[config.mk]
export PLATFORM = sky130hd
export DESIGN_NAME = accelerator_pedal_conditioning
export DESIGN_NICKNAME = d
export VERILOG_FILES = /design/src/hw/rtl/apc_pkg.sv /design/src/hw/rtl/apc_div.sv /design/src/hw/rtl/apc_lane.sv /design/src/hw/rtl/accelerator_pedal_conditioning.sv
export VERILOG_INCLUDE_DIRS = /design/src /design/src/hw/rtl
export SDC_FILE = /design/constraint.sdc
export NUM_CORES = 2
export LEC_CHECK = 0
export BUFFER_PORTS_ARGS = -buffer_cell sky130_fd_sc_hd__buf_4
export CAP_MARGIN = 25
export CORE_UTILIZATION = 45
export CTS_CLUSTER_SIZE = 25
export DETAILED_ROUTE_END_ITERATION = 6
export PLACE_DENSITY = 0.63
export SYNTH_ARGS = -nofsm -noshare
export SYNTH_HDL_FRONTEND = slang
export SYNTH_HIERARCHICAL = 1
export SYNTH_SLANG_ARGS = --single-unit
[constraint.sdc]
create_clock -name clock -period 9.1 [get_ports clock]
set_clock_uncertainty 0.05 [all_clocks]
set_input_delay 0.91 -clock clock [delete_from_list [all_inputs] [get_ports clock]]
set_output_delay 0.91 -clock clock [all_outputs]
set_load 0.02 [all_outputs]
[src/hw/rtl/assert_macros.svh]
// Assertion helpers for the pedal conditioning block.
`ifndef ASSERT_MACROS_SVH
`define ASSERT_MACROS_SVH
`ifndef SYNTHESIS
`define APC_ASSERT(lbl, clk, rst, prop) \
   lbl: assert property (@(posedge clk) disable iff (rst) prop) \
      else $error("pedal conditioning assertion failed");
`define APC_ASSERT_ALWAYS(lbl, clk, prop) \
   lbl: assert property (@(posedge clk) prop) \
      else $error("pedal conditioning assertion failed");
`else
`define APC_ASSERT(lbl, clk, rst, prop)
`define APC_ASSERT_ALWAYS(lbl, clk, prop)
`endif
`endif

[src/hw/rtl/apc_pkg.sv]
package apc_pkg;

   localparam int AdcW      = 12;
   localparam int FracW     = 17;
   localparam int LevelW    = 25;
   localparam int ThrW      = 13;
   localparam int CsrW      = 16;
   localparam int CsrIdxW   = 3;
   localparam int MergeDendW = 33;
   localparam int MergeDsorW = 16;
   localparam int EmaW      = 32;
   localparam int TolProdW  = 20;

   localparam logic [FracW-1:0] FracOne = 17'd65536;
   localparam logic [AdcW-1:0]  RawLow  = 12'd100;
   localparam logic [AdcW-1:0]  RawHigh = 12'd4050;
   localparam int               SmoothN = 50;
   localparam logic [6:0]       DzMax   = 7'd99;

   // reciprocals: ceil(2^36/50) exact for numerators below 2^32,
   // ceil(2^26/100) exact for numerators below 2^20
   localparam logic [30:0] Recip50    = 31'd1374389535;
   localparam int          Recip50Sh  = 36;
   localparam logic [19:0] Recip100   = 20'd671089;
   localparam int          Recip100Sh = 26;

   localparam logic [AdcW-1:0] S1MinRst  = 12'd1800;
   localparam logic [AdcW-1:0] S1MaxRst  = 12'd3600;
   localparam logic [AdcW-1:0] S2MinRst  = 12'd600;
   localparam logic [AdcW-1:0] S2MaxRst  = 12'd2300;
   localparam logic [AdcW-1:0] OffRst    = 12'd1280;
   localparam logic [6:0]      TolRst    = 7'd10;
   localparam logic [6:0]      DzRst     = 7'd5;
   localparam logic [15:0]     FaultTRst = 16'd100;

   localparam logic [CsrIdxW-1:0] CSR_S1_MIN  = 3'd0;
   localparam logic [CsrIdxW-1:0] CSR_S1_MAX  = 3'd1;
   localparam logic [CsrIdxW-1:0] CSR_S2_MIN  = 3'd2;
   localparam logic [CsrIdxW-1:0] CSR_S2_MAX  = 3'd3;
   localparam logic [CsrIdxW-1:0] CSR_OFFSET  = 3'd4;
   localparam logic [CsrIdxW-1:0] CSR_TOL_PCT = 3'd5;
   localparam logic [CsrIdxW-1:0] CSR_DZ_PCT  = 3'd6;
   localparam logic [CsrIdxW-1:0] CSR_FAULT_T = 3'd7;

   typedef struct packed {
      logic [11:0] sensor1_raw;
      logic [11:0] sensor2_raw;
      logic [31:0] now_ms;
      logic        clear_fault;
   } req_type;

   typedef struct packed {
      logic [16:0] throttle;
      logic        plausible_now;
      logic        fault_latched;
   } rsp_type;

endpackage

[src/hw/rtl/apc_div.sv]
module apc_div #(
   parameter int DEND_W = 28,
   parameter int DSOR_W = 12
) (
   input  logic              clock,
   input  logic              reset,
   input  logic              start,
   input  logic [DEND_W-1:0] dividend,
   input  logic [DSOR_W-1:0] divisor,
   output logic              done,
   output logic [DEND_W-1:0] quotient
);
   localparam int CntW = $clog2(DEND_W + 1);

   logic [DEND_W-1:0] dq_ff, dq_in;
   logic [DSOR_W-1:0] rem_ff, rem_in;
   logic [DSOR_W-1:0] dsor_ff, dsor_in;
   logic [CntW-1:0]   cnt_ff, cnt_in;
   logic              busy_ff, busy_in;
   logic              done_ff, done_in;
   logic [DSOR_W:0]   trial;
   logic              fits;

   // restoring divide, one quotient bit per cycle; dividend shifts out as quotient shifts in
   assign trial = {rem_ff, dq_ff[DEND_W-1]};
   assign fits  = trial >= {1'b0, dsor_ff};

   always_comb begin
      dq_in   = dq_ff;
      rem_in  = rem_ff;
      dsor_in = dsor_ff;
      cnt_in  = cnt_ff;
      busy_in = busy_ff;
      done_in = 1'b0;
      if (start) begin
         dq_in   = dividend;
         rem_in  = '0;
         dsor_in = divisor;
         cnt_in  = CntW'(DEND_W);
         busy_in = 1'b1;
      end else if (busy_ff) begin
         rem_in = fits ? DSOR_W'(trial - {1'b0, dsor_ff}) : trial[DSOR_W-1:0];
         dq_in  = {dq_ff[DEND_W-2:0], fits};
         cnt_in = cnt_ff - 1'b1;
         if (cnt_ff == CntW'(1)) begin
            busy_in = 1'b0;
            done_in = 1'b1;
         end
      end
   end

   always_ff @(posedge clock) begin
      if (reset) begin
         busy_ff <= 1'b0;
         done_ff <= 1'b0;
         cnt_ff  <= '0;
      end else begin
         busy_ff <= busy_in;
         done_ff <= done_in;
         cnt_ff  <= cnt_in;
      end
      dq_ff   <= dq_in;
      rem_ff  <= rem_in;
      dsor_ff <= dsor_in;
   end

   assign done     = done_ff;
   assign quotient = dq_ff;
endmodule

[src/hw/rtl/apc_lane.sv]
module apc_lane (
   input  logic                      clock,
   input  logic                      reset,
   input  logic                      start,
   input  logic [apc_pkg::AdcW-1:0]  raw,
   input  logic [apc_pkg::AdcW-1:0]  lo,
   input  logic [apc_pkg::AdcW-1:0]  hi,
   output logic                      done,
   output logic [apc_pkg::FracW-1:0] frac
);
   import apc_pkg::*;

   localparam int DendW = AdcW + 16;

   logic            empty_ff, empty_in;
   logic            empty;
   logic [AdcW-1:0] clamped;
   logic [AdcW-1:0] span;
   logic [DendW-1:0] quot;

   // clamp to min..max, fraction = (v-min)<<16 / (max-min), zero when max <= min
   assign empty   = hi <= lo;
   assign clamped = (raw < lo) ? lo : ((raw > hi) ? hi : raw);
   assign span    = hi - lo;
   assign empty_in = start ? empty : empty_ff;

   apc_div #(.DEND_W(DendW), .DSOR_W(AdcW)) u_div (
      .clock    (clock),
      .reset    (reset),
      .start    (start),
      .dividend ({AdcW'(clamped - lo), 16'b0}),
      .divisor  (span),
      .done     (done),
      .quotient (quot)
   );

   always_ff @(posedge clock) begin
      empty_ff <= empty_in;
   end

   assign frac = empty_ff ? '0 : quot[FracW-1:0];
endmodule

[src/hw/rtl/accelerator_pedal_conditioning.sv]
// Words are taken one at a time: req_ready is high only in ST_IDLE and returns as the result
// is registered, and a stalled rsp_ready holds the next word off only while in ST_FIN.
// Time is set by the 28-step lane divides followed by the 33-step dead-zone divide.
// Reset (synchronous, active high) restores the calibration defaults and clears
// the smoothed level, the implausibility timer and the latched fault.
`include "assert_macros.svh"
module accelerator_pedal_conditioning #(
   parameter int TIME_BITS = 32
) (
   input  logic                          clock,
   input  logic                          reset,
   input  logic                          req_valid,
   output logic                          req_ready,
   input  apc_pkg::req_type              req_data,
   output logic                          rsp_valid,
   input  logic                          rsp_ready,
   output apc_pkg::rsp_type              rsp_data,
   input  logic                          csr_we,
   input  logic [apc_pkg::CsrIdxW-1:0]   csr_index,
   input  logic [apc_pkg::CsrW-1:0]      csr_wdata
);
   import apc_pkg::*;

   typedef enum logic [6:0] {
      ST_IDLE    = 7'b0000001,
      ST_FRAC    = 7'b0000010,
      ST_EMA_LD  = 7'b0000100,
      ST_EMA_DIV = 7'b0001000,
      ST_DZ_LD   = 7'b0010000,
      ST_DZ_DIV  = 7'b0100000,
      ST_FIN     = 7'b1000000
   } state_type;

   // ---------------- configuration registers ----------------
   logic [AdcW-1:0] s1_min_ff, s1_max_ff, s2_min_ff, s2_max_ff, offset_ff;
   logic [6:0]      tol_ff, dz_ff;
   logic [15:0]     fault_t_ff;

   always_ff @(posedge clock) begin
      if (reset) begin
         s1_min_ff  <= S1MinRst;
         s1_max_ff  <= S1MaxRst;
         s2_min_ff  <= S2MinRst;
         s2_max_ff  <= S2MaxRst;
         offset_ff  <= OffRst;
         tol_ff     <= TolRst;
         dz_ff      <= DzRst;
         fault_t_ff <= FaultTRst;
      end else if (csr_we) begin
         unique case (csr_index)
            CSR_S1_MIN:  s1_min_ff  <= csr_wdata[AdcW-1:0];
            CSR_S1_MAX:  s1_max_ff  <= csr_wdata[AdcW-1:0];
            CSR_S2_MIN:  s2_min_ff  <= csr_wdata[AdcW-1:0];
            CSR_S2_MAX:  s2_max_ff  <= csr_wdata[AdcW-1:0];
            CSR_OFFSET:  offset_ff  <= csr_wdata[AdcW-1:0];
            CSR_TOL_PCT: tol_ff     <= csr_wdata[6:0];
            CSR_DZ_PCT:  dz_ff      <= csr_wdata[6:0];
            CSR_FAULT_T: fault_t_ff <= csr_wdata[15:0];
            default: ;
         endcase
      end
   end

   // ---------------- sequencer state ----------------
   state_type         state_ff, state_in;
   req_type           in_ff, in_in;
   logic [1:0]        lane_done_ff, lane_done_in;
   logic [TolProdW-1:0] tol_prod_ff, tol_prod_in;
   logic [ThrW-1:0]   thr_ff, thr_in;
   logic [EmaW-1:0]   ema_num_ff, ema_num_in;
   logic [LevelW-1:0] level_ff, level_in;
   logic              dz_zero_ff, dz_zero_in;
   logic [FracW-1:0]  throttle_ff, throttle_in;
   logic [TIME_BITS-1:0] since_ff, since_in;
   logic              run_ff, run_in;
   logic              fault_ff, fault_in;
   logic              rsp_valid_ff, rsp_valid_in;
   rsp_type           rsp_ff, rsp_in;

   logic accept;
   logic fin_load;

   assign req_ready = state_ff == ST_IDLE;
   assign accept    = req_valid && req_ready;

   // ---------------- parallel sensor lanes ----------------
   logic [1:0]       lane_done;
   logic [FracW-1:0] frac1, frac2;

   apc_lane u_lane1 (
      .clock (clock), .reset (reset), .start (accept),
      .raw   (req_data.sensor1_raw), .lo (s1_min_ff), .hi (s1_max_ff),
      .done  (lane_done[0]), .frac (frac1)
   );

   apc_lane u_lane2 (
      .clock (clock), .reset (reset), .start (accept),
      .raw   (req_data.sensor2_raw), .lo (s2_min_ff), .hi (s2_max_ff),
      .done  (lane_done[1]), .frac (frac2)
   );

   // ---------------- tolerance window ----------------
   // thr = offset*pct/100 by reciprocal, two register stages; settles after a CSR write
   // long before any word reaches ST_FIN
   logic [2*TolProdW-1:0] thr_prod;

   assign tol_prod_in = TolProdW'(offset_ff) * TolProdW'(tol_ff);
   assign thr_prod    = (2*TolProdW)'(tol_prod_ff) * (2*TolProdW)'(Recip100);
   assign thr_in      = thr_prod[Recip100Sh +: ThrW];

   // ---------------- merge stage ----------------
   // EMA: level' = (level*49 + avg<<8)/50, numerator registered, then one reciprocal multiply
   // dead zone: throttle = (level*100 - dz<<24)/((100-dz)<<8) on the serial divider, clamped to 0..FracOne
   logic                  mdiv_start;
   logic [MergeDendW-1:0] mdiv_dend;
   logic [MergeDsorW-1:0] mdiv_dsor;
   logic                  mdiv_done;
   logic [MergeDendW-1:0] mdiv_q;

   apc_div #(.DEND_W(MergeDendW), .DSOR_W(MergeDsorW)) u_mdiv (
      .clock    (clock),
      .reset    (reset),
      .start    (mdiv_start),
      .dividend (mdiv_dend),
      .divisor  (mdiv_dsor),
      .done     (mdiv_done),
      .quotient (mdiv_q)
   );

   logic [FracW:0]        frac_sum;
   logic [FracW-1:0]      avg;
   logic [EmaW-1:0]       ema_num;
   logic [EmaW+30:0]      ema_prod;
   logic [6:0]            dz_sat;
   logic [6:0]            dz_span;
   logic [MergeDendW-1:0] dz_pos, dz_neg;
   logic                  frac_all;

   assign frac_sum = {1'b0, frac1} + {1'b0, frac2};
   assign avg      = frac_sum[FracW:1];
   assign ema_num  = EmaW'(level_ff) * EmaW'(SmoothN - 1) + (EmaW'(avg) << 8);
   assign ema_prod = (EmaW+31)'(ema_num_ff) * (EmaW+31)'(Recip50);
   assign dz_sat   = (dz_ff > DzMax) ? DzMax : dz_ff;
   assign dz_span  = 7'd100 - dz_sat;
   assign dz_pos   = MergeDendW'(level_ff) * MergeDendW'(100);
   assign dz_neg   = MergeDendW'(dz_sat) << 24;
   assign frac_all = (lane_done_ff[0] | lane_done[0]) & (lane_done_ff[1] | lane_done[1]);

   assign mdiv_start = state_ff == ST_DZ_LD;
   assign mdiv_dend  = dz_pos - dz_neg;
   assign mdiv_dsor  = {1'b0, dz_span, 8'b0};

   // ---------------- plausibility and fault timer ----------------
   logic [AdcW-1:0]      diff;
   logic                 range_ok, ok;
   logic [AdcW+1:0]      win_hi, diff_plus;
   logic [TIME_BITS-1:0] now_t, since_eff;
   logic                 expired;

   assign range_ok  = in_ff.sensor1_raw >= RawLow && in_ff.sensor2_raw >= RawLow
                   && in_ff.sensor1_raw <= RawHigh && in_ff.sensor2_raw <= RawHigh;
   assign diff      = (in_ff.sensor1_raw > in_ff.sensor2_raw)
                    ? in_ff.sensor1_raw - in_ff.sensor2_raw
                    : in_ff.sensor2_raw - in_ff.sensor1_raw;
   assign win_hi    = (AdcW+2)'(offset_ff) + (AdcW+2)'(thr_ff);
   assign diff_plus = (AdcW+2)'(diff) + (AdcW+2)'(thr_ff);
   // lower bound checked as diff + thr >= offset, no sign needed
   assign ok        = range_ok && ((AdcW+2)'(diff) <= win_hi)
                   && (diff_plus >= (AdcW+2)'(offset_ff));
   assign now_t     = in_ff.now_ms[TIME_BITS-1:0];
   assign since_eff = run_ff ? since_ff : now_t;
   assign expired   = TIME_BITS'(now_t - since_eff) > TIME_BITS'(fault_t_ff);
   assign fin_load  = (state_ff == ST_FIN) && (!rsp_valid_ff || rsp_ready);

   always_comb begin
      state_in     = state_ff;
      in_in        = in_ff;
      lane_done_in = lane_done_ff | lane_done;
      ema_num_in   = ema_num_ff;
      level_in     = level_ff;
      dz_zero_in   = dz_zero_ff;
      throttle_in  = throttle_ff;
      since_in     = since_ff;
      run_in       = run_ff;
      fault_in     = fault_ff;
      rsp_in       = rsp_ff;
      rsp_valid_in = rsp_valid_ff && !rsp_ready;
      unique case (state_ff)
         ST_IDLE: begin
            if (accept) begin
               in_in        = req_data;
               lane_done_in = '0;
               state_in     = ST_FRAC;
            end
         end
         ST_FRAC: begin
            if (frac_all) begin
               state_in = ST_EMA_LD;
            end
         end
         ST_EMA_LD: begin
            ema_num_in = ema_num;
            state_in   = ST_EMA_DIV;
         end
         ST_EMA_DIV: begin
            level_in = ema_prod[Recip50Sh +: LevelW];
            state_in = ST_DZ_LD;
         end
         ST_DZ_LD: begin
            dz_zero_in = dz_pos <= dz_neg;
            state_in   = ST_DZ_DIV;
         end
         ST_DZ_DIV: begin
            if (mdiv_done) begin
               priority if (dz_zero_ff) begin
                  throttle_in = '0;
               end else if (mdiv_q > MergeDendW'(FracOne)) begin
                  throttle_in = FracOne;
               end else begin
                  throttle_in = mdiv_q[FracW-1:0];
               end
               state_in = ST_FIN;
            end
         end
         ST_FIN: begin
            if (fin_load) begin
               fault_in = fault_ff && !in_ff.clear_fault;
               if (ok) begin
                  run_in   = 1'b0;
                  since_in = '0;
               end else begin
                  run_in   = 1'b1;
                  since_in = since_eff;
                  if (expired) begin
                     fault_in = 1'b1;
                  end
               end
               rsp_in.throttle      = throttle_ff;
               rsp_in.plausible_now = ok;
               rsp_in.fault_latched = ok ? fault_ff && !in_ff.clear_fault
                                         : (fault_ff && !in_ff.clear_fault) || expired;
               rsp_valid_in = 1'b1;
               state_in     = ST_IDLE;
            end
         end
         default: state_in = ST_IDLE;
      endcase
   end

   always_ff @(posedge clock) begin
      if (reset) begin
         state_ff     <= ST_IDLE;
         lane_done_ff <= '0;
         level_ff     <= '0;
         since_ff     <= '0;
         run_ff       <= 1'b0;
         fault_ff     <= 1'b0;
         rsp_valid_ff <= 1'b0;
      end else begin
         state_ff     <= state_in;
         lane_done_ff <= lane_done_in;
         level_ff     <= level_in;
         since_ff     <= since_in;
         run_ff       <= run_in;
         fault_ff     <= fault_in;
         rsp_valid_ff <= rsp_valid_in;
      end
      in_ff       <= in_in;
      tol_prod_ff <= tol_prod_in;
      thr_ff      <= thr_in;
      ema_num_ff  <= ema_num_in;
      dz_zero_ff  <= dz_zero_in;
      throttle_ff <= throttle_in;
      rsp_ff      <= rsp_in;
   end

   assign rsp_valid = rsp_valid_ff;
   assign rsp_data  = rsp_ff;

   // ---------------- checks ----------------
   `APC_ASSERT(a_one_in_flight, clock, reset, accept |=> !req_ready)
   `APC_ASSERT(a_rsp_from_fin, clock, reset, (!rsp_valid_ff ##1 rsp_valid_ff) |-> $past(state_ff == ST_FIN))
   `APC_ASSERT(a_throttle_cap, clock, reset, rsp_valid_ff |-> (rsp_ff.throttle <= FracOne))
   `APC_ASSERT(a_fault_flag_out, clock, reset, $rose(rsp_valid_ff) |-> (rsp_ff.fault_latched == fault_ff))
endmodule

Yosys cells after proc, flatten, opt, wreduce, memory -nomap -nowiden
Cells that the tools add are included.
Cells by class
  add/sub/neg operators: 19
  multipliers: 5
  divide/modulo/power cells: 0
  $lt $le $gt $ge: 20
  equal/unequal tests: 21
  shift operators: 0
  muxes and demuxes: 51
  bitwise logic cells: 7
  reductions and logical operators: 36
Operators by type and width (count)
  28-bit 2-to-1 mux: 4
  12-bit subtractor: 8
  12-bit 2-to-1 mux: 7
  33-bit 2-to-1 mux: 2
  32-bit 2-to-1 mux: 2
  32-bit by 31-bit multiplier with 61-bit output, second input constant: 1
  17-bit 2-to-1 mux: 3
  7-bit one-hot mux with 7 select lines: 1
  19-bit by 20-bit multiplier with 39-bit output, second input constant: 1
  12-bit > comparator: 3
  7-bit 2-to-1 mux: 5
  33-bit by 17-bit > comparator with 1-bit output, second input constant: 1
  32-bit by 31-bit subtractor with 33-bit output: 1
  31-bit by 25-bit adder with 32-bit output: 1
  32-bit by 16-bit > comparator with 1-bit output: 1
  32-bit by 31-bit less-or-equal comparator with 1-bit output: 1
  32-bit subtractor: 1
  25-bit by 6-bit multiplier with 31-bit output, second input constant: 1
  25-bit by 5-bit multiplier with 30-bit output, second input constant: 1
  12-bit by 13-bit adder with 14-bit output: 2
  13-bit by 12-bit greater-or-equal comparator with 1-bit output: 2
  12-bit by 7-bit greater-or-equal comparator with 1-bit output, second input constant: 2
  12-bit less-or-equal comparator: 2
  12-bit less-or-equal comparator, second input constant: 2
  other kinds (43): 104
Word-level totals
  flip-flop bits (word level): 501
  latch bits: 0
  memory bits (writable): 0
  ROM bits: 0
  bits of input ports: 81
  output and inout port bits: 21
  memories kept: 0

Depth between registers and ports, before layout
  word-level depth: 7
  gate-level depth with buffers: 32
  gate-level depth less buffers: 29

By module
The synthesis kept the hierarchy.
By module, submodules not included
  accelerator_pedal_conditioning: times used 1, cells an instance 4908, area an instance 46499.6 um^2
  apc_div at u_lane1.u_div ...: times used 2, cells an instance 273, area an instance 3071.7 um^2
  apc_div at u_mdiv: times used 1, cells an instance 349, area an instance 3957.5 um^2
  apc_lane: times used 2, cells an instance 291, area an instance 1976.9 um^2

Worst setup path before layout
No wires, ideal clock.
  kind: register to register
  start point: register ema_num_ff[8]
  end point: register level_ff[23]
  library setup time: 0.117 ns
  arrival: 7.015 ns
  data required time: 8.933 ns
  slack: 1.918 ns
  stages on the path, launching flop included: 26
  buffers on the path: 0
  clock period less this slack: 7.182 ns
  cell sequence: edfxtp_1 -> ha_1 -> inv_1 -> fa_1 -> inv_1 -> fa_1 -> inv_1 -> fa_1 -> inv_1 -> fa_1 -> fa_1 -> fa_1 -> inv_1 -> fa_1 -> inv_1 -> ha_1 -> a21oi_1 -> a21boi_0 -> o31ai_1 -> nand3_1 -> o211ai_1 -> a21oi_1 -> o21ai_1 -> a211oi_1 -> or3_1 -> a32o_1
Between the ends
  longest elaborated chain between the ends: 1
Ends and longest elaborated chain
  start: declaration: RTL line accelerator_pedal_conditioning.sv:70  | logic [EmaW-1:0] ema_num_ff, ema_num_in;
  start signal: assignment: RTL line accelerator_pedal_conditioning.sv:271  | ema_num_ff <= ema_num_in;
  32-bit by 31-bit multiplier with 61-bit output: RTL line accelerator_pedal_conditioning.sv:142  | assign ema_prod = (EmaW+31)'(ema_num_ff) * (EmaW+31)'(Recip50);
  end signal: assignment: RTL line accelerator_pedal_conditioning.sv:262  | level_ff <= level_in;
  end: declaration: RTL line accelerator_pedal_conditioning.sv:71  | logic [LevelW-1:0] level_ff, level_in;
Every way passes these cells.
A chain may end at the register's enable or synchronous reset.

Worst setup path after layout
  start point: register ema_num_ff[10]
  end point: register level_ff[23]
Same word-level chain as after synthesis.

==> results.json <==
{
  "status": "finished clean",
  "clkSinkCount": 510,
  "grt_pass1_vias": 45800,
  "clock-root-buffer": "sky130_fd_sc_hd__clkbuf_16",
  "cts_tree": "done",
  "yosys_register_bits": 510,
  "met3_usage_pct": 2.49,
  "p_per_area_mw_per_mm2": 175,
  "rrSetupSlack_ns": 0.77,
  "slew_headroom_pct": 32.7,
  "number_of_antenna_violations_at_the_first_check_in_global_routing": 3,
  "critical_path_sink": "level_ff[23]",
  "count_of_tritonroute_iterations_in_the_first_routing_pass": 6,
  "clock_slew_at_the_register_clock_pins_of_the_worst_setup_and_hold_paths_ns": 0.07,
  "vdd_ir_drop_max_uv": 187,
  "post_route_cells_drive_above_1_share_pct": 6.16,
  "via_per_inst": 5.37,
  "global_route_track_usage_on_met2_pct": 40.2,
  "cp_max_fo": 10,
  "row_count": 134,
  "transition_at_the_pin_with_the_smallest_max_transition_slack_ns": 1.01,
  "detail_route.wl_per_cell_um": 19.0,
  "start_util_pct": 45.4,
  "rsz0062_at_grt": "false",
  "placed_area_sq_mm": 0.0635,
  "yosysSeqAreaShare_pct": 21.1,
  "cts.repair.resized": 0,
  "die_y_um": 369,
  "boundaryPins": 102,
  "cp_dominant_cell_by_count": "sky130_fd_sc_hd__fa_1",
  "post-place-ws_ns": 0.945,
  "critical_path_arrival_ns": 8.80,
  "grt_start_max_net_pins": 75,
  "period_minus_slack_ns": 8.33,
  "setup_viol": 0,
  "worst-setup-path-type": "flop to flop",
  "number_of_buffers_inserted_for_hold_repair_after_clock_tree_synthesis": 0,
  "cell_variety_after_synth": 103,
  "critical_path.startpoint": "ema_num_ff[10]",
  "remaining_drc_errors": 0,
  "required_ns": 9.57,
  "ys_dominant_reg_cell": "sky130_fd_sc_hd__edfxtp_1",
  "tritoncts.num_buffers": 66,
  "cp-end-kind": "flop",
  "die-width_um": 369,
  "critical_path.startpoint_type": "flop",
  "cts.repair_timing.setup_buffer_count": 0,
  "crit-reg2reg-capture": "level_ff[23]",
  "fp.dieArea_sq_mm": 0.136,
  "grt_most_used_layer": "met2",
  "syn-mean-instance-area_sq_um": 9.48,
  "route.final.wire_length_mm": 158,
  "ys.warnings.count": 6,
  "syn-cell-area_sq_mm": 0.0606,
  "detail_route.iter0.violations": 2833,
  "core_sq_mm": 0.133,
  "final_count_of_pins_violating_max_slew": 0,
  "portbufs": 101,
  "setup_ws_ns": 0.766,
  "clkLatencyLatePin_ns": 0.64,
  "leakage_power_total_nw": 32.1,
  "cts.htree.levels": 3,
  "grt_first_pass_wirelength_mm": 252,
  "grt_use_total_pct": 23.6,
  "postRouteAntennaNets": 0,
  "synth_enable_flop_cells": 257,
  "hold_ws_ns": 0.368,
  "fmaxAchievable_ghz": 0.120,
  "area_delta_synth_final_pct": 8.52,
  "final-hold-violation-count": 0,
  "worst_r2r_path_depth": 25,
  "synthCells": 6385,
  "dp.final_hpwl_mm": 132,
  "critical_path.slowest_cell": "sky130_fd_sc_hd__edfxtp_1",
  "rd_place_congestion": 0.963,
  "fin_nets": 8210,
  "post-route-cell-area_sq_mm": 0.0657,
  "rr_startpoint": "ema_num_ff[10]",
  "period_share_pct": 91.6,
  "cap_violations": 0,
  "vias": 44700,
  "setup_total_negative_slack_ns": 0,
  "met1_grt_util_pct": 31.5,
  "synth_async_sr_flop_share_pct": 0,
  "globalRoute.totalOverflow": 0,
  "hp-class": "flop to flop",
  "cp_slowest_stage_delay_ns": 0.63,
  "clk_path_buf_depth": 3
}
flip-flops by register name, summed over array words and instances (netlist names), 13 cells and up:
signal and flops:
throttle_ff 17, ema_num_ff 32, u_lane2/u_div/quotient 28, in_ff 25, u_mdiv/dsor_ff 16, u_mdiv/rem_ff 16, thr_ff 13, u_lane1/u_div/quotient 28
since_ff 32, fault_t_ff 16, now_t 32, level_ff 25, rsp_data 19, u_mdiv/quotient 33, tol_prod_ff 19
worst max-delay path, delay by kind of cell (launching register included):
| family | cells | cell delay (ns) |
|---|---|---|
| AOI/OAI and AO/OA | 8 | 2.23 |
| adders and majority gates | 9 | 4.42 |
| buffers and inverters | 6 | 0.33 |
| DFF | 1 | 0.63 |
| and+or+nand+nor | 2 | 0.55 |
per-layer routing:
layer  up-vias  part of all wire, %  wire length [um]
li1      21500                    -                 -
met1     22100                   45             70800
met2       878                   48             76300
met3       175                  4.5              7160
met4         0                  2.5              4020
met5         -                    0                 0
how the worst min path moves through the flow:
| stage | startpoint | to | slack, ns | cells past startpoint |
|---|---|---|---|---|
| 3_3_place_gp | throttle_ff[11] | rsp_data[13] | 0.36 | 0 |
| 4_1_cts | req_data[10] | now_t[9] | 0.37 | 1 |
| 5_1_grt | req_data[7] | now_t[6] | 0.38 | 1 |
| 6_report | throttle_ff[4] | rsp_data[6] | 0.37 | 0 |
| 2_1_floorplan | throttle_ff[8] | rsp_data[10] | 0.35 | 0 |
| 3_5_place_dp | throttle_ff[8] | rsp_data[10] | 0.36 | 0 |
placed cells by master, fill, tap and decap left out, types with 13 or more instances in the layout:
| cell type | netlist | routed |
|---|---|---|
| sky130_fd_sc_hd__a21o_1 | 103 | 103 |
| sky130_fd_sc_hd__a211oi_1 | 48 | 48 |
| sky130_fd_sc_hd__nor2_1 | 289 | 289 |
| sky130_fd_sc_hd__o21bai_1 | 39 | 39 |
| sky130_fd_sc_hd__and2_1 | 60 | 59 |
| sky130_fd_sc_hd__nor4_1 | 30 | 30 |
| sky130_fd_sc_hd__nand2b_1 | 35 | 35 |
| sky130_fd_sc_hd__o211ai_1 | 39 | 39 |
| sky130_fd_sc_hd__conb_1 | 3 | 43 |
| sky130_fd_sc_hd__nand4_1 | 66 | 66 |
| sky130_fd_sc_hd__edfxtp_1 | 257 | 257 |
| sky130_fd_sc_hd__o31a_1 | 15 | 15 |
| sky130_fd_sc_hd__inv_1 | 1329 | 1329 |
| sky130_fd_sc_hd__xnor2_1 | 145 | 145 |
| sky130_fd_sc_hd__a31oi_1 | 20 | 20 |
| sky130_fd_sc_hd__mux2_2 | 91 | 91 |
| sky130_fd_sc_hd__fa_1 | 636 | 636 |
| sky130_fd_sc_hd__a211o_1 | 13 | 13 |
| sky130_fd_sc_hd__mux2i_1 | 70 | 70 |
| sky130_fd_sc_hd__o21ai_0 | 121 | 121 |
| sky130_fd_sc_hd__a21oi_1 | 362 | 362 |
| sky130_fd_sc_hd__nand3_1 | 133 | 133 |
| sky130_fd_sc_hd__o21a_1 | 42 | 42 |
| sky130_fd_sc_hd__ha_1 | 992 | 992 |
| sky130_fd_sc_hd__buf_4 | 3 | 132 |
| sky130_fd_sc_hd__nor3_1 | 89 | 89 |
| sky130_fd_sc_hd__nor2b_1 | 81 | 81 |
| sky130_fd_sc_hd__clkbuf_16 | 0 | 70 |
| sky130_fd_sc_hd__o31ai_1 | 23 | 23 |
| sky130_fd_sc_hd__and3_1 | 34 | 34 |
| sky130_fd_sc_hd__xor2_1 | 71 | 71 |
| sky130_fd_sc_hd__or2_2 | 14 | 14 |
| sky130_fd_sc_hd__a2111oi_0 | 13 | 13 |
| sky130_fd_sc_hd__or3_1 | 30 | 30 |
| sky130_fd_sc_hd__dfxtp_1 | 253 | 252 |
| sky130_fd_sc_hd__o21ai_1 | 34 | 34 |
| sky130_fd_sc_hd__nand2_1 | 439 | 438 |
| sky130_fd_sc_hd__or4_1 | 20 | 20 |
synth_stat cells (all sizes together), types with 35 or more instances:
library cell	instances	share of area, %
a211oi	52	0.68
a21o	106	1.3
a21oi	366	3.1
and2	60	0.62
clkbuf	93	0.58
dfxtp	253	8.4
edfxtp	257	13
fa	636	21
ha	992	20
inv	1329	8.2
mux2	92	1.7
mux2i	70	1.2
nand2	439	2.7
nand2b	35	0.36
nand3	133	1.1
nand4	67	0.70
nor2	290	1.8
nor2b	83	0.88
nor3	89	0.74
o211ai	41	0.52
o21a	42	0.52
o21ai	160	1.4
o21bai	40	0.50
xnor2	146	2.1
xor2	72	1.1
stage by stage:
step | utilization (%) | total power [mW] | cells
global route | 49.2 | 12.5 | 8324
detailed placement | 47.5 | 8.76 | 8200
finish | 49.2 | 11.5 | 8325
floorplan | - | 7.16 | 6425
CTS | 49.2 | 11.6 | 8321
global placement | 47.5 | 8.65 | 8197
final cells by class:
cell class / count / area, sq um
well taps: 1768 / 2210
inverters: 1330 / 4990
clock buffers: 81 / 1830
flip-flops and latches: 510 / 12800
clock inverters: 40 / 407
multi-input cells: 4458 / 42400
repair buffers: 135 / 1040
fillers: 12600 / 67700
diodes: 3 / 7.51
kinds of logic (layout without fill, tap and decap cells):
kind of cell	Yosys count	in the layout	share of synthesized area, %
AO/OA/AOI/OAI	1026	1026	11.1
AND/OR/NAND/NOR	1381	1381	11.1
multiplexers	162	162	2.87
other	3	46	0.0186
flip-flops	510	510	21.1
buffers and inverters	1457	1586	9.13
adder cells (fa/ha/maj)	1628	1628	41.5
XOR/XNOR	218	218	3.18
where the power goes:
| group | internal [mW] | switching [mW] | total, mW |
|---|---|---|---|
| Sequential | 2.64 | 0.150 | 2.79 |
| Combinational | 2.48 | 3.52 | 6.00 |
| Clock | 1.58 | 1.14 | 2.71 |
| Total | 6.70 | 4.81 | 11.5 |
Power figures use the tool's default switching activity.
